==> src/rtl/gibs_pkg.sv <==
// Shared types, constants and helpers for the greedy IoU box suppression block.
// No dependencies; all other files refer to it by scoped names.
package gibs_pkg;

  localparam int MAX_BOXES  = 64;
  localparam int IDX_W      = $clog2(MAX_BOXES);
  localparam int CNT_W      = IDX_W + 1;
  localparam int COORD_W    = 16;
  localparam int THR_W      = 17;
  localparam int SPAN_W     = COORD_W + 2;
  localparam int AREA_W     = 2 * SPAN_W;
  localparam int PROD_W     = AREA_W + SPAN_W;
  localparam int CFG_ADDR_W = 3;

  localparam logic [THR_W-1:0] THR_RESET = THR_W'(32768);

  typedef enum logic [CFG_ADDR_W-1:0] {
    REG_IOU_THRESHOLD = 3'd0
  } cfg_reg_t;

  // One stored box: corners and score.
  typedef struct packed {
    logic [COORD_W-1:0] left;
    logic [COORD_W-1:0] top;
    logic [COORD_W-1:0] right;
    logic [COORD_W-1:0] bottom;
    logic [COORD_W-1:0] score;
  } box_t;

  // hi - lo as a signed value
  function automatic logic signed [SPAN_W-1:0] span(input logic [COORD_W-1:0] lo,
                                                     input logic [COORD_W-1:0] hi);
    return $signed({2'b00, hi}) - $signed({2'b00, lo});
  endfunction

  function automatic logic [COORD_W-1:0] umax(input logic [COORD_W-1:0] a,
                                              input logic [COORD_W-1:0] b);
    return (a > b) ? a : b;
  endfunction

  function automatic logic [COORD_W-1:0] umin(input logic [COORD_W-1:0] a,
                                              input logic [COORD_W-1:0] b);
    return (a < b) ? a : b;
  endfunction

endpackage

==> src/rtl/gibs_mul.sv <==
// Shared signed multiplier with a registered product.
// Depends on gibs_pkg for operand widths.
module gibs_mul (
  input  logic                                 clk,
  input  logic signed [gibs_pkg::AREA_W-1:0]   a,
  input  logic signed [gibs_pkg::SPAN_W-1:0]   b,
  output logic signed [gibs_pkg::PROD_W-1:0]   p
);

  always_ff @(posedge clk) begin
    p <= gibs_pkg::PROD_W'(a) * gibs_pkg::PROD_W'(b);
  end

endmodule

==> config.mk <==
export PLATFORM = sky130hd
export DESIGN_NAME = gibs_mul
export DESIGN_NICKNAME = d
export VERILOG_FILES = /design/src/rtl/gibs_pkg.sv /design/src/rtl/gibs_mul.sv
export SDC_FILE = /design/constraint.sdc
export NUM_CORES = 2
export LEC_CHECK = 0
export ABC_AREA = 1
export ABC_CLOCK_PERIOD_IN_PS = 6600
export BUFFER_PORTS_ARGS = -buffer_cell sky130_fd_sc_hd__buf_4
export CAP_MARGIN = 20
export CORE_ASPECT_RATIO = 0.7
export CORE_UTILIZATION = 60
export DETAILED_ROUTE_END_ITERATION = 10
export GPL_ROUTABILITY_DRIVEN = 1
export PLACE_DENSITY = 0.91
export SLEW_MARGIN = 20
export SYNTH_ARGS = -nofsm -noshare
export SYNTH_HDL_FRONTEND = slang
export SYNTH_SLANG_ARGS = --single-unit
==> constraint.sdc <==
create_clock -name clk -period 6.6 [get_ports clk]
set_input_delay 1.32 -clock clk [delete_from_list [all_inputs] [get_ports clk]]
set_output_delay 1.32 -clock clk [all_outputs]
set_load 0.1 [all_outputs]
### Word level (Yosys, flattened, before mapping)

Index checks and enable logic that the tools add are counted.

| storage, ports and cells | value |
|---|---|
| register bits after elaboration | 54 |
| latch bits | 0 |
| RAM bits | 0 |
| memory bits (read-only) | 0 |
| input bits | 55 |
| output and inout bits | 54 |
| logic and storage cells | 2 |
| memories kept | 0 |

| cells by class | value |
|---|---|
| $add $sub $neg | 0 |
| multiply operators | 1 |
| div/mod/pow operators | 0 |
| order comparisons | 0 |
| equal/unequal tests | 0 |
| shift operators | 0 |
| muxes and demuxes | 0 |
| bitwise logic cells | 0 |
| reductions and logical operators | 0 |

Operators with widths:

| kind | number |
|---|---|
| 36-bit by 18-bit multiplier with 54-bit output | 1 |

### Logic depth before layout (Yosys ltp)

| depth | value |
|---|---|
| word-level depth | 1 |
| mapped depth | 29 |
| gate-level depth less buffers | 27 |

### Worst setup path after synthesis

Ideal clock, no wire load.

| timing | value |
|---|---|
| path type | input to register |
| from | input a[35] (netlist bit) |
| to | register p[49] (netlist bit) |
| library setup time | 113 ps |
| arrival | 6534 ps |
| data required time | 6487 ps |
| path slack | -47 ps |
| stages on the path | 22 |
| buffers on the path | 2 |
| path through | clkbuf_1 -> clkbuf_1 -> nand2_1 -> fa_1 -> inv_1 -> fa_1 -> inv_1 -> fa_1 -> fa_1 -> fa_1 -> fa_1 -> inv_1 -> ha_1 -> nand2_1 -> inv_1 -> nand2_1 -> nor3_1 -> nand2_1 -> nor2_1 -> nand2_1 -> nand4_1 -> nand2_1 |

| on the way | value |
|---|---|
| word-level cells in the longest chain between the ends | 1 |

RTL lines:

| element | line | source |
|---|---|---|
| start, declared | gibs_mul.sv:5 | `input logic signed [gibs_pkg::AREA_W-1:0] a,` |
| 36-bit by 18-bit multiplier with 54-bit output | gibs_mul.sv:11 | `p <= gibs_pkg::PROD_W'(a) * gibs_pkg::PROD_W'(b);` |
| end signal, assigned | gibs_mul.sv:11 |  |
| end, declared | gibs_mul.sv:7 | `output logic signed [gibs_pkg::PROD_W-1:0] p` |

Every way passes these cells.

### Final worst setup path

| timing | value |
|---|---|
| from | input b[3] (netlist bit) |
| to | register p[42] (netlist bit) |

| on the way | value |
|---|---|
| word-level cells in the longest chain between the ends | 1 |

RTL lines:

| element | line | source |
|---|---|---|
| start, declared | gibs_mul.sv:6 | `input logic signed [gibs_pkg::SPAN_W-1:0] b,` |
| 36-bit by 18-bit multiplier with 54-bit output | gibs_mul.sv:11 |  |

Every way passes these cells.

==> impl_metrics.env <==
export IMPL_dieArea_um2=43500
export IMPL_hp_class="in2reg"
export IMPL_drtIter0Drc=2016
export IMPL_period_needed_ns=6.38
export IMPL_crit_type="in2reg"
export IMPL_post_drt_wl_per_cell_um=17.8
export IMPL_antenna_found_initial=2
export IMPL_synth_edf_count=0
export IMPL_outcome="finished, final reports clean"
export IMPL_io_buffers=108
export IMPL_yosysWarningCount=0
export IMPL_numCtsBuffers=5
export IMPL_cts_root_buf="clkbuf_16"
export IMPL_ant_nets=0
export IMPL_syn_to_final_growth_pct=7.70
export IMPL_slew_headroom_pct=65.8
export IMPL_grt_first_pass_wirelength_um=118000
export IMPL_synth_seq_area_share_pct=4.23
export IMPL_final_common_cell="inv_1"
export IMPL_maxCapViolCount=0
export IMPL_yosys_area_share_simple_pct=19.6
export IMPL_crit_chain="buf_6 -> buf_4 -> nand2_1 -> fa_1 -> fa_1 -> fa_1 -> inv_1 -> fa_1 -> fa_1 -> fa_1 -> ha_1 -> nand2_1 -> nor2_2 -> inv_1 -> nor2_2 -> and2_1 -> nand3_1 -> nand4_1 -> nand2_1"
export IMPL_slowest_stage="fa_1"
export IMPL_worst_pin_slew_ns=0.514
export IMPL_layout_nets=4295
export IMPL_cts_clk_slew_worst_paths_ns=0.07
export IMPL_hpwlAfterDp_um=60700
export IMPL_mostFrequentLayoutCells="1,147 x inv_1, 1,033 x nand2_1, 615 x fa_1"
export IMPL_top_regs="p x54"
export IMPL_synth_cells=3442
export IMPL_die_height_um=175
export IMPL_largest_register="p"
export IMPL_route_vias_total=21290
export IMPL_cts_buffer_depth=2
export IMPL_async_flop_share_pct=0
export IMPL_grt_max_degree=38
export IMPL_cp_common_cell="fa_1"
export IMPL_synth_nets=4243
export IMPL_final_setup_worst_slack_ns=0.215
export IMPL_worst_setup_path_start_kind="primary input"
export IMPL_setup_viol=0
export IMPL_whs_ns=1.44
export IMPL_synth_xor_area_share_pct=1.13
export IMPL_first_global_vias=23031
export IMPL_routed_via_density=5.27
export IMPL_fmax_mhz=157
export IMPL_synth_cell_types=33
export IMPL_dr_pass1_iters=6
export IMPL_track_usage_pct=34.8
export IMPL_htreeDepth=2
export IMPL_synth_fa_ha_area_share_pct=54.6
export IMPL_cp_required_ns=6.80
export IMPL_yosys_mux_area_fraction_pct=0
export IMPL_synth_compound_area_share_pct=1.16
export IMPL_cts_tree="done"
export IMPL_rsz0062_at_grt="false"
export IMPL_drive_gt1_share_pct=8.58
export IMPL_slowest_delay_ns=0.57
export IMPL_synth_top_family_by_area="adder cells"
export IMPL_finalWirelength_um=72000
export IMPL_dp_slack_ns=-0.362
export IMPL_gp_congestion=1.01
export IMPL_ys_seq_elements=54
export IMPL_drc=0
export IMPL_die_w_um=249
export IMPL_cts_num_sinks=54
export IMPL_fin_crit_sh_pct=96.7
export IMPL_hold_violations=0
export IMPL_synth_avg_cell_area_um2=7.43
export IMPL_synth_ff_type="dfxtp_1"
export IMPL_syn_cell_area_um2=25600
export IMPL_largest_register_ffs=54
export IMPL_initial_core_util_pct=61.6
export IMPL_finalMaxSlewViolations=0
export IMPL_grt_overflow=0
export IMPL_setup_tns_ns=0
export IMPL_crit_fanout=24
export IMPL_ios=109
export IMPL_end_kind="flip-flop"
export IMPL_worstPathArrival_ns=6.59
export IMPL_core_um2=41500
export IMPL_num_rows=62
per-stage QoR:
stage / instances / util [%] / area (um2)
6_report: 4041 / 66.4 / 27600
4_1_cts: 4036 / 66.2 / 27500
3_5_place_dp: 4028 / 65.7 / 27300
5_1_grt: 4041 / 66.4 / 27600
3_3_place_gp: 4028 / 65.7 / 27300
2_1_floorplan: 3442 / - / 25600
critical path: cells and delay by family:
kind / cells / cell delay [ns]
adders and majority gates: 7 / 3.55
and+or+nand+nor: 8 / 1.12
buffers and inverters: 4 / 0.59
Yosys cell counts (23+ instances only):
library cell  instances  share of area, %
a21oi_1              37              0.72
nand3_1              40              0.78
inv_1              1148                17
nor2_2               27              0.66
nor2_1               68               1.0
fa_1                617                48
ha_1                129               6.3
nand2_1            1034                15
inv_2                23              0.34
clkbuf_1            126               1.8
dfxtp_1              54               4.2
xor2_1               28              0.96
kinds of logic after synthesis:
kind of cell / Yosys count
simple gates: 1239
buf+inv: 1316
compound gates: 54
fa+ha+maj: 746
xor+xnor: 33
flops: 54
path summary, 6_finish.rpt:
path | to | startpoint | depth (start not counted) | slack, ns
worst max-delay path | p[42]$_DFF_P_ | b[3] | 19 | 0.22
worst min-delay path | p[0]$_DFF_P_ | b[0] | 3 | 1.44
metal layers:
layer	GRT usage (%)	routed length, um
met5	0	0
met4	15.8	3640
met3	7.52	8760
met2	56.7	33000
met1	44.9	26600
layout make-up:
cell class | count | area, um2
fillers | 3150 | 13900
diodes | 2 | 5.00
inverters | 1173 | 4400
clock inverters | 3 | 47.5
repair buffers | 188 | 1610
flip-flops and latches | 54 | 1080
multi-input cells | 2072 | 19600
well taps | 544 | 681
clock buffers | 5 | 125
what timing repair did:
| action | CTS | global route |
|---|---|---|
| buffers inserted | 0 | 3 |
| pin swaps | 0 | 1 |
| hold buffers | 0 | 0 |
| resized for setup | 2 | 18 |
| setup endpoints to repair | 1 | 13 |
Power is left out: the tool's default activity adds up to more than one toggle a clock period on the data nets, which glitch-free logic cannot reach.
